==> config.mk <==
export PLATFORM = sky130hd
export DESIGN_NAME = c2dzp_ctrl
export DESIGN_NICKNAME = d
export VERILOG_FILES = /design/src/rtl/c2dzp_pkg.sv /design/src/rtl/c2dzp_ctrl.sv
export SDC_FILE = /design/constraint.sdc
export NUM_CORES = 1
export LEC_CHECK = 0
export ABC_AREA = 1
export BUFFER_PORTS_ARGS = -buffer_cell sky130_fd_sc_hd__buf_2
export CORE_AREA = 2 2 39 41
export DETAILED_ROUTE_END_ITERATION = 10
export DIE_AREA = 0 0 41 43
export PLACE_DENSITY_LB_ADDON = 0.25
export REMOVE_ABC_BUFFERS = 1
export SETUP_SLACK_MARGIN = 0.2
export SLEW_MARGIN = 20
export SYNTH_ARGS = -nofsm -noshare
export SYNTH_HDL_FRONTEND = slang
export SYNTH_SLANG_ARGS = --single-unit
==> constraint.sdc <==
create_clock -name clk -period 2.1 [get_ports clk]
set_input_delay 0.42 -clock clk [delete_from_list [all_inputs] [get_ports clk]]
set_output_delay 0.42 -clock clk [all_outputs]
set_load 0.005 [all_outputs]
==> src/rtl/c2dzp_pkg.sv <==
package c2dzp_pkg;

    localparam int MAX_IMAGE  = 64;
    localparam int MAX_KERNEL = 8;

    localparam int KDEPTH  = MAX_KERNEL * MAX_KERNEL;
    localparam int IDEPTH  = MAX_IMAGE * MAX_IMAGE;
    localparam int KADDR_W = $clog2(KDEPTH);
    localparam int IADDR_W = $clog2(IDEPTH);
    localparam int KCNT_W  = $clog2(MAX_KERNEL + 1);

    // operation codes
    localparam logic [1:0] OP_LOAD_KERNEL = 2'd0;
    localparam logic [1:0] OP_LOAD_PIXEL  = 2'd1;
    localparam logic [1:0] OP_EMIT        = 2'd2;

    // configuration register indexes
    localparam logic [1:0] CFG_IMAGE_SIZE  = 2'd0;
    localparam logic [1:0] CFG_KERNEL_SIZE = 2'd1;
    localparam logic [1:0] CFG_PAD_WIDTH   = 2'd2;

    localparam logic [6:0] IMAGE_SIZE_RST  = 7'd28;
    localparam logic [3:0] KERNEL_SIZE_RST = 4'd3;
    localparam logic [2:0] PAD_WIDTH_RST   = 3'd0;

    typedef struct packed {
        logic [1:0]          op;
        logic signed [15:0]  sample;
    } in_item_t;

    typedef struct packed {
        logic signed [37:0]  conv_value;
        logic [6:0]          out_row;
        logic [6:0]          out_col;
        logic                last;
        logic                bad_geometry;
    } out_item_t;

    typedef struct packed {
        logic kload;
        logic pload;
        logic start;
        logic setup;
        logic step;
        logic publish;
    } dp_cmd_t;

    typedef struct packed {
        logic bad;
        logic last_step;
        logic pipe_empty;
    } dp_status_t;

endpackage

==> src/rtl/c2dzp_ctrl.sv <==
module c2dzp_ctrl
    import c2dzp_pkg::*;
(
    input  logic       clk,
    input  logic       rst_n,
    input  logic       in_valid,
    output logic       in_stall,
    input  logic [1:0] in_op,
    output logic       out_valid,
    input  logic       out_stall,
    output dp_cmd_t    cmd,
    input  dp_status_t status
);

    typedef enum logic [2:0] {
        ST_IDLE,
        ST_SETUP,
        ST_RUN,
        ST_DRAIN,
        ST_DONE
    } state_t;

    state_t state_reg;
    state_t state_next;
    logic   out_valid_reg;
    logic   out_valid_next;
    logic   accept;
    logic   out_free;

    assign in_stall  = (state_reg != ST_IDLE);
    assign accept    = in_valid && (state_reg == ST_IDLE);
    assign out_free  = !out_valid_reg || !out_stall;
    assign out_valid = out_valid_reg;

    always_comb
    begin
        state_next = state_reg;
        cmd        = '0;
        cmd.kload  = accept && (in_op == OP_LOAD_KERNEL);
        cmd.pload  = accept && (in_op == OP_LOAD_PIXEL);
        cmd.start  = accept && (in_op == OP_EMIT);
        unique case (state_reg)
            ST_IDLE:
            begin
                if (cmd.start)
                begin
                    state_next = ST_SETUP;
                end
            end
            ST_SETUP:
            begin
                cmd.setup  = 1'b1;
                state_next = status.bad ? ST_DONE : ST_RUN;
            end
            ST_RUN:
            begin
                cmd.step = 1'b1;
                if (status.last_step)
                begin
                    state_next = ST_DRAIN;
                end
            end
            ST_DRAIN:
            begin
                if (status.pipe_empty)
                begin
                    state_next = ST_DONE;
                end
            end
            ST_DONE:
            begin
                if (out_free)
                begin
                    cmd.publish = 1'b1;
                    state_next  = ST_IDLE;
                end
            end
            default:
            begin
                state_next = ST_IDLE;
            end
        endcase
    end

    always_comb
    begin
        out_valid_next = out_valid_reg;
        if (cmd.publish)
        begin
            out_valid_next = 1'b1;
        end
        else if (!out_stall)
        begin
            out_valid_next = 1'b0;
        end
    end

    always_ff @(posedge clk or negedge rst_n)
    begin
        if (!rst_n)
        begin
            state_reg     <= ST_IDLE;
            out_valid_reg <= 1'b0;
        end
        else
        begin
            state_reg     <= state_next;
            out_valid_reg <= out_valid_next;
        end
    end

endmodule

# --- Word-level counts from Yosys, hierarchy flattened ---
# Cells that the tools add are included.
totals:
  ram_bits: 0
  word_cells: 36
  latch_bits: 0
  memories: 0
  mem_bits_ro: 0
  reg_bits: 4
  inputBits: 9
classes:
  mul: 0
  n_addsub: 0
  n_shift: 0
  eq_ne: 11
  n_div: 0
  n_lt_le_gt_ge: 0
  n_bitwise: 0
  reduce_logical: 11
  muxes: 12
ops:
  columns: ["cell", "count"]
  rows:
  - ["2-to-1 mux 3 bit", 5]
  - ["one-hot mux 3 bit (5 select lines)", 1]
  - ["!= test 2 bit, second input constant", 4]
  - ["equality test 3 x 2 -> 1 bit, second input constant", 2]
  - ["2-to-1 mux 1 bit", 6]
  - ["logical AND 1 bit", 4]
  - ["AND reduction 4 bit", 1]
  - ["equality test 3 x 1 -> 1 bit, second input constant", 1]
  - ["equality test 3 bit, second input constant", 1]
  - ["zero test 3 bit", 1]
  - ["nonzero test 3 bit", 1]
  - ["equality test 2 x 1 -> 1 bit, second input constant", 1]
  - ["equality test 2 bit, second input constant", 1]
  - ["zero test 1 bit", 2]
  - ["zero test 2 bit", 1]
  - ["!= test 2 x 1 -> 1 bit, second input constant", 1]
  - ["logical OR 1 bit", 1]

# --- Logic depth before layout (Yosys ltp) ---
# Gate-level depths: netlist (run 1).
logic_depth:
  depth_word: 5
  mapped_depth: 7
  depth_no_buf: 7

# --- Least setup slack after synthesis (run 1) ---
# OpenSTA, ideal clock, no wires.
synth_path:
  kind: "reg2out"
  start: "reg state_reg[2]"
  end: "out cmd[4] (netlist bit)"
  path_stages_with_launch: 4
  path_slack_ns: 0.723
  arrival_ns: 0.957
  required_time_ns: 1.680
  path_cell_list: "dfrtp_1 > nor3_2 > nand2_1 > nor3_1"
synth_lines:
  columns: ["item", "line_no", "rtl"]
  rows:
  - ["start, declared", "c2dzp_ctrl.sv:23", "state_t state_reg;"]
  - ["start signal, assigned", "c2dzp_ctrl.sv:107", "state_reg <= state_next;"]
  - ["end, declared", "c2dzp_ctrl.sv:11", "output dp_cmd_t cmd,"]

==> results.toml, run 1 <==
[power]
vdd_drop_max_v = 0.000456
intPower_w = 0.000281
sequentialPowerShare_pct = 31.7
switchingPower_w = 0.000216
switching_share_pct = 43.4
clkPwrFrac_pct = 18.7
power_density_nw_per_um2 = 1150
p_leak_nw = 0.266
comb_power_share_pct = 49.7

[sta]
hold_viol = 0
worstMarginPinSlew_ns = 0.218
max_freq_mhz = 572
grt_setup_unrepaired = "false"
final.setup.tns_ns = 0
period_share_pct = 83.2
final_max_slew_viol_count = 0
finalCriticalPeriod_ns = 1.75
relSlewSlack_pct = 85.3
fin_skew_ns = 0.000167
finalSetupViolations = 0

[drt]
routed.top_layer = "met3"
firstDrtPassIters = 2
ant_nets = 0
wl_met1_um = 317
vias = 333
drt-total-wl_um = 667
drc = 0
wl_met2_um = 315
viasPerCell = 4.06
wl_met3_um = 34
dr.first_iter.drc_count = 2
routedWlPerCell_um = 8.13

[finish]
diodes = 0
layout_commonest_cell = "buf_2"
register_area_um2 = 100
fillCellCount = 153
fin_area_um2 = 430
multiInputGateArea_um2 = 156
final_cell_mix = "buf_2 (16), nand2_1 (11), inv_1 (11)"
final_util_pct = 31.1
area_growth_pct = 41.0
layout-drive-gt1-share_pct = 37.9
nets = 77
largest_reg_flops = 3
layout.cells.non_filler = 82

[setup_path]
path_depth = 4
path_class = "flop to primary output"
path_cells = "nor3_2 > nand2_1 > nor3_1 > buf_2"
worstPathArrival_ns = 1.33
end_kind = "primary output"
required_ns = 1.68
crit_buf_inv = 1
cp_top_family = "simple AND/OR/NAND/NOR gates"
cp_max_fo = 6
r2r_cells = 7
cpMaxStageDelayCell = "dfrtp_1"
cp-start-kind = "flop"
cpPeakStageDelay_ns = 0.44

[placement]
finalWeightedCongestion = 0.670
place_area_um2 = 398
io_buffers = 16
hpwl_um = 582
dp.cells = 78

[clock_network]
clk_path_buf_depth = 2
cts-root-buf = "clkbuf_4"
ctsResizeCount = 0
cts_sinks = 4
path_clk_slew_ns = 0.04
insertion_delay_ns = 0.23
cts_hold_buf = 1
post_cts_buffers = 0
cts_tree = "yes"
htree_levels = 1
cts_made_buffers = 3

[global_route]
grt_pass1_wl_mm = 1.19
antenna_found_initial = 0
gr-total-overflow = 0
grt_usage_pct = 10.2
first_global_vias = 300
grt_max_degree = 7

[synthesis]
yosys.area_share.simple_pct = 43.4
ys_warn_count = 0
synth_compound_area_share_pct = 7.79
netlist_area_um2 = 305
yosysUniqueCellTypes = 14
yosysSeqAreaShare_pct = 32.8
synthCells = 47
synthMuxAreaShare_pct = 0
ys_seq_elements = 4
avgSynthCellArea_um2 = 6.50
synth_xor_area_share_pct = 0
yosys.area_share.adder_pct = 0
synth_top_family_by_area = "simple AND/OR/NAND/NOR gates"

[floorplanning]
die_area_um2 = 1760
chipHeight_um = 43
initial_core_util_pct = 22.1
core.rowCount = 14
coreArea_um2 = 1380
ios = 17
die_w_um = 41

[status]
status = "finished clean"

[worst_hold_path]
hold_class = "input pin to flop"
worstHoldPathCells = 4

[job]
drv_cap = 0
[cell families (layout without fill, tap and decap cells)]
kind of cell / Yosys count / in the layout
DFF: 4 / 4
AOI/OAI and AO/OA: 4 / 4
and+or+nand+nor: 27 / 27
buffers and inverters: 12 / 31
[per-layer routing]
| layer | GRT usage [%] | vias up |
|---|---|---|
| met3 | 3.14 | 0 |
| met1 | 13.4 | 145 |
| met4 | 8.00 | 0 |
| li1 | - | 182 |
| met2 | 13.1 | 6 |
| met5 | 0 | - |
[tightest hold or removal path: cells and delay by family]
family                 cells  cell delay, ns
AND/OR/NAND/NOR            2            0.11
buffers and inverters      2            0.10
[path summary, 6_finish.rpt]
path / start / endpoint / slack [ns]
worst min-delay path: status[0] / state_reg[0] / 0.45
worst min register to register: out_valid / out_valid / 0.59
worst max-delay path: state_reg[2] / cmd[5] / 0.35
min in group asynchronous: rst_n / state_reg[2] / 0.53
max in group asynchronous: rst_n / state_reg[0] / 1.46
worst max register to register: state_reg[0] / state_reg[1] / 1.00
[power by group through the flow]
| stage | combinational (W) | sequential (W) | clock (W) |
|---|---|---|---|
| after global placement | 0.000248 | 0.000157 | 0 |
| after floorplan | 0.000164 | 0.000151 | 0 |
| after detailed placement | 0.000250 | 0.000159 | 0 |
| after CTS | 0.000252 | 0.000158 | 0.0000975 |
| final | 0.000247 | 0.000157 | 0.0000926 |
| after global routing | 0.000290 | 0.000164 | 0.000106 |
[metrics by stage]
stage	power (W)	worst slack (ns)	hold WS [ns]
after detailed placement	0.000409	0.580	0.229
final	0.000496	0.353	0.453
after CTS	0.000508	0.331	0.449
after global routing	0.000560	0.236	0.466
after floorplan	0.000315	0.723	0.124
after global placement	0.000405	0.591	0.228
[synthesized netlist by cell type]
cell type,number,area share [%]
inv_1,11,14
nand2_1,11,14
nand3_1,6,9.8
dfrtp_1,4,33
nor2_1,3,3.7
nor2_2,2,4.1
nor3_1,2,3.3
o21ai_0,2,3.3
a21oi_1,1,1.6
buf_4,1,2.5
nand2_2,1,2.1
nor2_4,1,3.7
nor3_2,1,3.3
o21ai_2,1,2.9
[layout make-up]
cell class                 count  area share, %
tap                           16           4.65
multi-input combinational     31           36.3
timing repair buffer          17           20.9
clock buffer                   3           5.23
inverter                      11           9.59
sequential                     4           23.3
(Power assumes the default switching activity.)
==> run 2, diff against run 1 <==
Clock period 2.1 ns to 1.6 ns, I/O delays scaled along.
==> run 2 against run 1 <==
Via count is 15% higher. First-iteration DRC count grew to 3.0 times the previous value. Clock power is 32% higher. Largest power group unchanged.
==> results.toml, run 2 (synthesis gave the netlist of run 1 again) <==
[setup_path]
cpMaxStageDelayCell = "dfrtp_2"
endpoint = "in_stall"
worstPathArrival_ns = 1.22
cp-start-kind = "flop"
end_kind = "primary output"
cpMostUsedCell = "buf_6"
path_class = "flop to primary output"
ff2ff_setup_slack_ns = 0.27
cp_max_fo = 3
timing.rr.start = "state_reg[0]"
cpPeakStageDelay_ns = 0.42
crit_start = "state_reg[0]"
r2r_cells = 9
required_ns = 1.28
r2r-end = "state_reg[0]"
path_cells = "nor3_4 > buf_4 > buf_6 > inv_2 > buf_6"

[sta]
final_max_slew_viol_count = 0
grt_setup_unrepaired = "true"
period_share_pct = 96.6
finalCriticalPeriod_ns = 1.54
worstMarginPinSlew_ns = 0.240
fin_ws_ns = 0.0551
fin_skew_ns = 0.00489
hold_viol = 0
max_freq_mhz = 647
finalSetupViolations = 0
final.setup.tns_ns = 0
relSlewSlack_pct = 83.9
hold_ws_ns = 0.356

[finish]
layout-drive-gt1-share_pct = 56.6
largest_reg_flops = 3
fillCellCount = 142
layout_commonest_cell = "buf_2"
diodes = 0
area_growth_pct = 80.7
layout.cells.non_filler = 92
final_cell_mix = "buf_2 (15), nand2_1 (10), inv_1 (10)"
final_util_pct = 39.9
nets = 87

[worst_hold_path]
worstHoldStart = "status[0]"
hold_class = "input pin to flop"

[power]
vdd_drop_max_v = 0.000886
p_leak_nw = 0.321
power_density_nw_per_um2 = 1760

[clock_network]
cts-root-buf = "clkbuf_4"
insertion_delay_ns = 0.23
cts_sinks = 4
path_clk_slew_ns = 0.03
htree_levels = 1
cts_tree = "yes"
cts_made_buffers = 3
clk_path_buf_depth = 2

[placement]
place_ws_ns = 0.183
finalWeightedCongestion = 0.682
hpwl_um = 540
io_buffers = 16
dp.cells = 79

[floorplanning]
die_w_um = 41
die_area_um2 = 1760
coreArea_um2 = 1380
chipHeight_um = 43
core.rowCount = 14
initial_core_util_pct = 22.1
ios = 17

[global_route]
grt_max_degree = 7
antenna_found_initial = 0
grt_pass1_wl_mm = 1.23
grt_usage_pct = 10.7
gr-total-overflow = 0
first_global_vias = 330

[drt]
viasPerCell = 4.15
drc = 0
firstDrtPassIters = 3
dr.first_iter.drc_count = 6
routedWlPerCell_um = 8.52
drt-total-wl_um = 784
vias = 382
ant_nets = 0

[status]
status = "finished clean"

[job]
drv_cap = 0
==> run 2: routing by layer <==
layer / global-route usage, % / wire length [µm] / up-vias / share of wire [%]
met5: 0 / 0 / - / 0
met4: 6.00 / 0 / 0 / 0
met3: 6.28 / 40 / 0 / 5.1
met2: 15.0 / 386 / 8 / 49
met1: 12.1 / 357 / 172 / 46
li1: - / - / 202 / -
==> run 2: power by group <==
group          switching (W)  leakage, nW  internal [W]
clock network      0.0000386       0.0138     0.0000837
registers          0.0000629       0.0501      0.000149
logic               0.000276        0.257      0.000360
==> run 2: cell type report <==
type                            instances  area, µm²  share of cell area [%]
Sequential cell                         4        103                    18.6
Multi-Input combinational cell         31        186                    33.8
Tap cell                               16       20.0                    3.63
Clock buffer                            3       22.5                    4.08
Inverter                               11       41.3                    7.48
Timing Repair Buffer                   27        179                    32.4
==> run 2: through the flow <==
step | area [µm²] | total power [W]
after global routing | 552 | 0.00107
after global placement | 405 | 0.000545
after detailed placement | 405 | 0.000543
after CTS | 477 | 0.000775
final | 552 | 0.000970
after floorplan | 298 | 0.000413
==> run 2: how the worst min path moves through the flow <==
stage                         to  slack, ns  cells after the start
global placement       out_valid       0.13                      1
floorplan              out_valid       0.02                      0
detailed placement     out_valid       0.13                      1
CTS                 state_reg[0]       0.35                      4
finish              state_reg[0]       0.36                      4
global route        state_reg[0]       0.37                      4
==> run 2: what timing repair did <==
item / in CTS / in global routing
pin swaps: 2 / 1
setup endpoints to repair: 6 / 7
buffers inserted: 5 / 4
hold buffers: 1 / 0
resized for setup: 2 / 11
endpoints found under the hold margin: 4 / 0
==> run 2: critical path, delay by kind of cell (launching register included) <==
family | cells | cell delay [ns]
flip-flops | 1 | 0.42
buffers and inverters | 4 | 0.36
AND/OR/NAND/NOR | 1 | 0.22
